==> config.mk <==
export PLATFORM = sky130hd
export DESIGN_NAME = virtio_mmio_console_regs
export DESIGN_NICKNAME = d
export VERILOG_FILES = /design/src/hw/rtl/vmcr_pkg.sv /design/src/hw/rtl/vmcr_req_stage.sv /design/src/hw/rtl/vmcr_regfile.sv /design/src/hw/rtl/vmcr_rsp_stage.sv /design/src/hw/rtl/virtio_mmio_console_regs.sv
export SDC_FILE = /design/constraint.sdc
export NUM_CORES = 1
export LEC_CHECK = 0
export BUFFER_PORTS_ARGS = -buffer_cell sky130_fd_sc_hd__buf_2
export CORE_MARGIN = 2
export CORE_UTILIZATION = 50
export DETAILED_ROUTE_END_ITERATION = 16
export PLACE_DENSITY_LB_ADDON = 0.1
export SLEW_MARGIN = 10
export SYNTH_ARGS = -nofsm -noshare
export SYNTH_HDL_FRONTEND = slang
export SYNTH_HIERARCHICAL = 1
export SYNTH_SLANG_ARGS = --single-unit
==> constraint.sdc <==
create_clock -name clock -period 6.8 [get_ports clock]
set_input_delay 1.36 -clock clock [delete_from_list [all_inputs] [get_ports clock]]
set_output_delay 1.36 -clock clock [all_outputs]
set_load 0.1 [all_outputs]
==> src/hw/rtl/vmcr_pkg.sv <==
// ----------------------------------------------------------------------------
// vmcr_pkg
// Shared types and constants of the virtio-MMIO console register block.
// ----------------------------------------------------------------------------
package vmcr_pkg;

   localparam int NUM_QUEUES = 2;
   localparam int QUEUE_MAX_SIZE = 256;
   localparam int QIDX_W = (NUM_QUEUES > 1) ? $clog2(NUM_QUEUES) : 1;

   localparam logic [31:0] MAGIC_WORD = 32'h7472_6976;
   localparam logic [31:0] VERSION_WORD = 32'd2;
   localparam logic [31:0] DEVICE_ID_WORD = 32'd3;
   localparam logic [31:0] VENDOR_WORD = 32'h4348_4950;
   localparam logic [31:0] CONSOLE_COLS = 32'd80;
   localparam logic [31:0] CONSOLE_ROWS = 32'd25;
   localparam logic [31:0] QUEUE_MAX_WORD = 32'(QUEUE_MAX_SIZE);
   localparam logic [31:0] QUEUE_COUNT_WORD = 32'(NUM_QUEUES);

   typedef enum logic [1:0] {
      REQ_READ  = 2'd0,
      REQ_WRITE = 2'd1,
      REQ_RAISE = 2'd2
   } req_kind_type;

   // register offsets in the MMIO window
   localparam logic [11:0] OFS_MAGIC       = 12'h000;
   localparam logic [11:0] OFS_VERSION     = 12'h004;
   localparam logic [11:0] OFS_DEVICE_ID   = 12'h008;
   localparam logic [11:0] OFS_VENDOR      = 12'h00c;
   localparam logic [11:0] OFS_DEV_FEAT    = 12'h010;
   localparam logic [11:0] OFS_DEV_FEAT_SEL = 12'h014;
   localparam logic [11:0] OFS_DRV_FEAT    = 12'h020;
   localparam logic [11:0] OFS_DRV_FEAT_SEL = 12'h024;
   localparam logic [11:0] OFS_QUEUE_SEL   = 12'h030;
   localparam logic [11:0] OFS_QUEUE_MAX   = 12'h034;
   localparam logic [11:0] OFS_QUEUE_SIZE  = 12'h038;
   localparam logic [11:0] OFS_QUEUE_READY = 12'h044;
   localparam logic [11:0] OFS_INT_STATUS  = 12'h060;
   localparam logic [11:0] OFS_INT_ACK     = 12'h064;
   localparam logic [11:0] OFS_STATUS      = 12'h070;
   localparam logic [11:0] OFS_DESC_LO     = 12'h080;
   localparam logic [11:0] OFS_DESC_HI     = 12'h084;
   localparam logic [11:0] OFS_DRIVER_LO   = 12'h090;
   localparam logic [11:0] OFS_DRIVER_HI   = 12'h094;
   localparam logic [11:0] OFS_DEVICE_LO   = 12'h0a0;
   localparam logic [11:0] OFS_DEVICE_HI   = 12'h0a4;
   localparam logic [11:0] OFS_COLS        = 12'h100;
   localparam logic [11:0] OFS_ROWS        = 12'h102;

   typedef struct packed {
      logic [1:0]  req_type;
      logic [11:0] offset;
      logic [3:0]  access_len;
      logic [31:0] write_data;
   } req_item_type;

   typedef struct packed {
      logic [31:0] read_data;
      logic [63:0] sel_desc_addr;
      logic [63:0] sel_driver_addr;
      logic [63:0] sel_device_addr;
      logic [31:0] device_status;
      logic        irq_pending;
   } rsp_item_type;

   // request held in the input register
   typedef struct packed {
      logic         valid;
      req_item_type item;
   } req_stage_type;

   // transaction leaving the register file
   typedef struct packed {
      logic        valid;
      logic [31:0] read_data;
   } done_stage_type;

   // state view driven from the register file
   typedef struct packed {
      logic [63:0] sel_desc_addr;
      logic [63:0] sel_driver_addr;
      logic [63:0] sel_device_addr;
      logic [31:0] device_status;
      logic        irq_pending;
   } state_view_type;

endpackage

==> src/hw/rtl/vmcr_req_stage.sv <==
// ----------------------------------------------------------------------------
// vmcr_req_stage
// Input register: captures each accepted request transaction.
// ----------------------------------------------------------------------------
module vmcr_req_stage
   import vmcr_pkg::*;
(
   input  logic          clock,
   input  logic          reset,
   input  logic          accept,
   input  req_item_type  item,
   output req_stage_type stage
);

   logic         valid_ff;
   req_item_type item_ff;

   always_ff @(posedge clock) begin
      if (reset) begin
         valid_ff <= 1'b0;
      end else begin
         valid_ff <= accept;
      end
   end

   always_ff @(posedge clock) begin
      if (accept) begin
         item_ff <= item;
      end
   end

   assign stage.valid = valid_ff;
   assign stage.item  = item_ff;

endmodule

==> src/hw/rtl/vmcr_regfile.sv <==
// ----------------------------------------------------------------------------
// vmcr_regfile
// Register state, read decode and write decode of the console register map.
// ----------------------------------------------------------------------------
module vmcr_regfile
   import vmcr_pkg::*;
(
   input  logic           clock,
   input  logic           reset,
   input  req_stage_type  stage,
   output done_stage_type done,
   output state_view_type view
);

   logic [31:0] dev_feat_sel_ff;
   logic [31:0] drv_feat_sel_ff;
   logic [31:0] drv_feat_word_ff [2];
   logic [31:0] qsel_ff;
   logic [31:0] queue_size_ff  [NUM_QUEUES];
   logic [31:0] queue_ready_ff [NUM_QUEUES];
   logic [63:0] desc_addr_ff   [NUM_QUEUES];
   logic [63:0] driver_addr_ff [NUM_QUEUES];
   logic [63:0] device_addr_ff [NUM_QUEUES];
   logic [31:0] status_ff;
   logic        irq_ff;
   logic        irq_in;
   logic        done_valid_ff;
   logic [31:0] read_data_ff;
   logic [31:0] read_data_in;
   logic [31:0] read_raw;

   logic              q_valid;
   logic [QIDX_W-1:0] qidx;
   logic              drv_idx;
   logic              is_read;
   logic              is_write;
   logic              is_raise;
   logic              soft_clear;
   logic [11:0]       ofs;
   logic [31:0]       wdata;

   assign ofs      = stage.item.offset;
   assign wdata    = stage.item.write_data;
   assign is_read  = stage.valid && (stage.item.req_type == REQ_READ);
   assign is_write = stage.valid && (stage.item.req_type == REQ_WRITE);
   assign is_raise = stage.valid && (stage.item.req_type == REQ_RAISE);
   assign q_valid  = qsel_ff < QUEUE_COUNT_WORD;
   assign qidx     = qsel_ff[QIDX_W-1:0];
   // selectors above 1 alias word 1
   assign drv_idx  = (drv_feat_sel_ff != 32'd0);
   assign soft_clear = is_write && (ofs == OFS_STATUS) && (wdata == 32'd0);

   always_comb begin
      unique case (ofs)
         OFS_MAGIC:        read_raw = MAGIC_WORD;
         OFS_VERSION:      read_raw = VERSION_WORD;
         OFS_DEVICE_ID:    read_raw = DEVICE_ID_WORD;
         OFS_VENDOR:       read_raw = VENDOR_WORD;
         OFS_DEV_FEAT:     read_raw = {31'd0, (dev_feat_sel_ff[31:1] == 31'd0)};
         OFS_DEV_FEAT_SEL: read_raw = dev_feat_sel_ff;
         OFS_DRV_FEAT:     read_raw = drv_feat_word_ff[drv_idx];
         OFS_DRV_FEAT_SEL: read_raw = drv_feat_sel_ff;
         OFS_QUEUE_SEL:    read_raw = qsel_ff;
         OFS_QUEUE_MAX:    read_raw = q_valid ? QUEUE_MAX_WORD : 32'd0;
         OFS_QUEUE_SIZE:   read_raw = q_valid ? queue_size_ff[qidx] : 32'd0;
         OFS_QUEUE_READY:  read_raw = q_valid ? queue_ready_ff[qidx] : 32'd0;
         OFS_INT_STATUS:   read_raw = {31'd0, irq_ff};
         OFS_STATUS:       read_raw = status_ff;
         OFS_COLS:         read_raw = CONSOLE_COLS;
         OFS_ROWS:         read_raw = CONSOLE_ROWS;
         default:          read_raw = 32'd0;
      endcase
   end

   always_comb begin
      read_data_in = 32'd0;
      if (is_read) begin
         case (stage.item.access_len)
            4'd1:    read_data_in = {24'd0, read_raw[7:0]};
            4'd2:    read_data_in = {16'd0, read_raw[15:0]};
            default: read_data_in = read_raw;
         endcase
      end
   end

   always_comb begin
      irq_in = irq_ff;
      if (is_raise) begin
         irq_in = 1'b1;
      end else if (is_write && (ofs == OFS_INT_ACK) && wdata[0]) begin
         irq_in = 1'b0;
      end
   end

   always_ff @(posedge clock) begin
      if (reset || soft_clear) begin
         dev_feat_sel_ff <= 32'd0;
         drv_feat_sel_ff <= 32'd0;
         drv_feat_word_ff[0] <= 32'd0;
         drv_feat_word_ff[1] <= 32'd0;
         qsel_ff <= 32'd0;
         for (int i = 0; i < NUM_QUEUES; i++) begin
            queue_size_ff[i]  <= QUEUE_MAX_WORD;
            queue_ready_ff[i] <= 32'd0;
            desc_addr_ff[i]   <= 64'd0;
            driver_addr_ff[i] <= 64'd0;
            device_addr_ff[i] <= 64'd0;
         end
         status_ff <= 32'd0;
         irq_ff    <= 1'b0;
      end else begin
         irq_ff <= irq_in;
         if (is_write) begin
            unique case (ofs)
               OFS_DEV_FEAT_SEL: dev_feat_sel_ff <= wdata;
               OFS_DRV_FEAT:     drv_feat_word_ff[drv_idx] <= wdata;
               OFS_DRV_FEAT_SEL: drv_feat_sel_ff <= wdata;
               OFS_QUEUE_SEL:    qsel_ff <= wdata;
               OFS_QUEUE_SIZE:   if (q_valid) queue_size_ff[qidx] <= wdata;
               OFS_QUEUE_READY:  if (q_valid) queue_ready_ff[qidx] <= wdata;
               OFS_DESC_LO:      if (q_valid) desc_addr_ff[qidx][31:0] <= wdata;
               OFS_DESC_HI:      if (q_valid) desc_addr_ff[qidx][63:32] <= wdata;
               OFS_DRIVER_LO:    if (q_valid) driver_addr_ff[qidx][31:0] <= wdata;
               OFS_DRIVER_HI:    if (q_valid) driver_addr_ff[qidx][63:32] <= wdata;
               OFS_DEVICE_LO:    if (q_valid) device_addr_ff[qidx][31:0] <= wdata;
               OFS_DEVICE_HI:    if (q_valid) device_addr_ff[qidx][63:32] <= wdata;
               OFS_STATUS:       status_ff <= wdata;
               default:          ;
            endcase
         end
      end
   end

   always_ff @(posedge clock) begin
      if (reset) begin
         done_valid_ff <= 1'b0;
      end else begin
         done_valid_ff <= stage.valid;
      end
   end

   always_ff @(posedge clock) begin
      read_data_ff <= read_data_in;
   end

   assign done.valid     = done_valid_ff;
   assign done.read_data = read_data_ff;

   assign view.sel_desc_addr   = q_valid ? desc_addr_ff[qidx]   : 64'd0;
   assign view.sel_driver_addr = q_valid ? driver_addr_ff[qidx] : 64'd0;
   assign view.sel_device_addr = q_valid ? device_addr_ff[qidx] : 64'd0;
   assign view.device_status   = status_ff;
   assign view.irq_pending     = irq_ff;

endmodule

==> src/hw/rtl/vmcr_rsp_stage.sv <==
// ----------------------------------------------------------------------------
// vmcr_rsp_stage
// Result register: joins read data with the state left by the transaction.
// ----------------------------------------------------------------------------
module vmcr_rsp_stage
   import vmcr_pkg::*;
(
   input  logic           clock,
   input  logic           reset,
   input  done_stage_type done,
   input  state_view_type view,
   output logic           strobe,
   output rsp_item_type   item
);

   logic         strobe_ff;
   rsp_item_type item_ff;

   always_ff @(posedge clock) begin
      if (reset) begin
         strobe_ff <= 1'b0;
      end else begin
         strobe_ff <= done.valid;
      end
   end

   // state view already holds the update of this transaction
   always_ff @(posedge clock) begin
      if (done.valid) begin
         item_ff.read_data       <= done.read_data;
         item_ff.sel_desc_addr   <= view.sel_desc_addr;
         item_ff.sel_driver_addr <= view.sel_driver_addr;
         item_ff.sel_device_addr <= view.sel_device_addr;
         item_ff.device_status   <= view.device_status;
         item_ff.irq_pending     <= view.irq_pending;
      end
   end

   assign strobe = strobe_ff;
   assign item   = item_ff;

endmodule

==> src/hw/rtl/virtio_mmio_console_regs.sv <==
// ----------------------------------------------------------------------------
// virtio_mmio_console_regs
// Virtio-MMIO version 2 register file of a console device.
// ----------------------------------------------------------------------------
//  channel   | handshake             | payload
//  ----------+-----------------------+---------------------------
//  request   | start / busy          | req_item  (req_item_type)
//  result    | rsp_strobe            | rsp_item  (rsp_item_type)
//
// One transaction per cycle; each result passes the input register, the
// register file and the result register before it is on the ports, one
// result per request, in order. The register update happens in the
// decode stage, so each access sees the one before it.
// Reset is synchronous; busy is high only while reset is asserted.
// The receiver cannot stall: a result is valid for the one cycle of rsp_strobe.
// ----------------------------------------------------------------------------
module virtio_mmio_console_regs
   import vmcr_pkg::*;
(
   input  logic         clock,
   input  logic         reset,
   input  logic         start,
   output logic         busy,
   input  req_item_type req_item,
   output logic         rsp_strobe,
   output rsp_item_type rsp_item
);

   req_stage_type  req_stage;
   done_stage_type done_stage;
   state_view_type state_view;
   logic           accept;

   assign busy   = reset;
   assign accept = start && !busy;

   vmcr_req_stage u_req_stage (
      .clock (clock),
      .reset (reset),
      .accept(accept),
      .item  (req_item),
      .stage (req_stage)
   );

   vmcr_regfile u_regfile (
      .clock(clock),
      .reset(reset),
      .stage(req_stage),
      .done (done_stage),
      .view (state_view)
   );

   vmcr_rsp_stage u_rsp_stage (
      .clock (clock),
      .reset (reset),
      .done  (done_stage),
      .view  (state_view),
      .strobe(rsp_strobe),
      .item  (rsp_item)
   );

endmodule

==> results.md <==
- TNS Setup: 0 ps
- CP Launch Type: register
- TritonCTS buffer count: 108
- Top cells by count, synth: 883 x edfxtp_1, 579 x and2_1, 292 x mux2i_1
- Worst-Margin Slew: 1250 ps
- Largest net degree at the start of global routing: 174
- Largest area contributor in the netlist: edfxtp_1
- Die area: 87,500 sq um
- Outcome: finished, final reports clean
- Leakage: 17.6 nW
- P&R area growth vs syn: 15.3%
- Achievable frequency: 210 MHz
- Final Instance Area: 49,100 sq um
- Via count: 26,100
- CTS Buffer Depth: 3
- First-pass GRT wire length: 174 mm
- Gr usage total: 27.4%
- CTS tree: built
- Crit path DAT: 5160 ps
- Synth Area in Simple Gates: 15.5%
- M1 wire length: 50.7 mm
- DRC viols: 0
- Clk pwr share: 43.6%
- CTS resizes: 0
- Clock Skew: 34.1 ps
- Ports: 312
- Clk root buf: clkbuf_16
- Vias in the first global route: 26,000
- # nets final: 3,486
- Synth top area share: 62.3%
- Top-count cell post-synth: edfxtp_1
- Setup violations, final: 0
- First-pass DRT Iterations: 6
- Clock sinks: 1,048
- Initial Utilization: 50.7%
- IR Drop Worst-Case VDD: 226 uV
- DRT antenna net count: 0
- Design internal power: 0.0107 W
- Max-slew headroom: 16.6%
- Hold WC Path Type: reg -> reg
- Initial antenna violation count: 7
- CTS H-Tree Depth: 3
- Placed instance area: 45,400 sq um
- Period utilisation layout: 70.2%
- Initial DRC count: 2,367
- Compound-Gate Fraction of Synth Area: 4.74%
- Avg Inst Size Synth: 13.4 sq um
- WL met2: 59.4 mm
- CTS clk-pin slew, worst paths: 60 ps
- Syn nets: 3,236
- Ys flop type: edfxtp_1
- Multi-input gate area: 11,900 sq um
- Worst skew pair latency: 680 ps
- PwrDens: 281 nW/um^2
- Area occupied by registers: 29,800 sq um
- Placer congestion estimate: 0.910
- Adder-cell area share of the yosys netlist: 0%
- Filler cells: 6,740
- Final WL: 121 mm
- Post-Synth XOR/XNOR Area: 0.0206%
- Logic pwr share: 4.5%
- Post-synthesis mux area share: 7.11%
- Syn Inst Count: 3,183
- Length of routed met3 wiring: 6.71 mm
- Synthesis Warnings: 6
- Share of post-route cells with drive strength above 1: 18.4%
- Uppermost layer routed: met5
- Sequential share of power: 51.9%
- Crit-path max FO: 31
- # rows: 106
- Setup CP Type: reg -> reg
- Unrepaired setup endpoints after global routing: false
- Post-DP HPWL: 75.8 mm
- Total grt overflow: 0
- Final hold violation count: 0
- PortBufs: 311
- Required @ worst endpoint: 7180 ps
- Max Cap Violations: 0
- Final Max Slew Viols: 0
- Main combinational cell family by area after synthesis: simple AND/OR/NAND/NOR gates
- DR vias/cell: 5.58
- Distinct cells, synth: 68
- Routed WL per cell: 25.8 um
- Seq/Total Area, Yosys: 70.1%
- CTS Hold Bufs: 0
- Die Span Y: 296 um
- Post-CTS Setup Inserts: 0
- Synth Register Bits: 1,048
- Synth async-reset ratio: 0%
- Switching share of power: 22.3%
- Period minus WS final: 4770 ps
- Mapped cell area: 42,600 sq um
- Setup crit end kind: register
- Number of synthesized flops with an enable pin: 883
- Synth top area cells: edfxtp_1 62%, and2_1 8.5%, dfxtp_1 7.8%, mux2i_1 6.9%, nand2_1 2.3%
- Core area: 84,000 sq um
- Die Span X: 296 um
- Switching power: 0.00308 W
## area by class of cell
| cell class | instances | area share [%] |
|---|---|---|
| multi-input combinational | 1872 | 24.3 |
| antenna | 4 | 0.0204 |
| clock inverter | 69 | 1.49 |
| clock buffer | 137 | 5.89 |
| tap | 1134 | 2.89 |
| sequential | 1048 | 60.8 |
| inverter | 2 | 0.0153 |
| timing repair buffer | 401 | 4.57 |
## per-layer routing
metal  track usage (%)  up-vias
li1                  -    11800
met1              36.9    13200
met2              46.2      867
met3              3.53      180
met4              9.17        4
met5                 0        -
## power by group through the flow
stage	sequential (W)	clock, W	combinational [W]
after floorplan	0.00746	0	0.000206
after CTS	0.00717	0.00610	0.000623
after global routing	0.00718	0.00635	0.000647
final	0.00716	0.00601	0.000623
after global placement	0.00729	0	0.000616
after detailed placement	0.00730	0	0.000622
## critical path: stages, from the launching register on
cell,delay [ps]
dfxtp_1,330
nor4_1,550
nand3_1,470
nor4_1,1090
nand2_1,660
o21ai_4,1110
buf_4,260
## sequential cells by signal, indices dropped and copies added, names as in the netlist, named ones only
signal,flops
u_regfile/qsel_ff,32
u_regfile/irq_ff,1
u_regfile/dev_feat_sel_ff,32
u_regfile/driver_addr_ff,128
u_regfile/desc_addr_ff,128
u_req_stage/valid_ff,1
u_regfile/drv_feat_word_ff,64
u_regfile/queue_ready_ff,64
u_rsp_stage/item,257
u_req_stage/stage,50
u_regfile/device_addr_ff,128
u_regfile/done_valid_ff,1
u_regfile/status_ff,32
u_rsp_stage/strobe,1
u_regfile/queue_size_ff,64
u_regfile/read_data_ff,32
u_regfile/drv_feat_sel_ff,32
## logic make-up (layout without fill, tap and decap cells)
group                  count (synthesis)  after routing
buffers and inverters                263            609
AND/OR/NAND/NOR                     1253           1253
flip-flops                          1048           1048
multiplexers                         301            301
XOR/XNOR                               1              1
AO/OA/AOI/OAI                        317            317
other                                  0              4
## stage by stage
stage | instances | utilization (%) | setup WS, ps | hold WS (ps) | total power [W]
2_1_floorplan | 3183 | - | 2140 | 386 | 0.00767
6_report | 4667 | 58.5 | 2030 | 402 | 0.0138
4_1_cts | 4663 | 58.4 | 2120 | 404 | 0.0139
5_1_grt | 4663 | 58.4 | 1970 | 407 | 0.0142
3_5_place_dp | 4457 | 54.1 | 2160 | 390 | 0.00792
3_3_place_gp | 4457 | 54.1 | 2170 | 389 | 0.00791
## path summary, 6_finish.rpt
check / depth (start not counted) / to / from / slack [ps]
hold / removal: 0 / u_rsp_stage/item[232] / u_regfile/read_data_ff[7] / 400
hold reg to reg: 0 / u_rsp_stage/item[232] / u_regfile/read_data_ff[7] / 400
setup / recovery: 6 / u_regfile/device_addr_ff[0][62] / u_regfile/qsel_ff[17] / 2030
setup reg to reg: 6 / u_regfile/device_addr_ff[0][62] / u_regfile/qsel_ff[17] / 2030
## layout by cell type, fill, tap and decap left out, types with 89 or more instances in the layout
cell type	instances
nor2_1	241
and2_1	579
dfxtp_1	163
buf_4	89
mux2i_1	292
edfxtp_1	883
nand2_1	262
clkbuf_16	108
buf_2	311
a21oi_1	133
No activity file was read; power rests on OpenSTA's default activity.
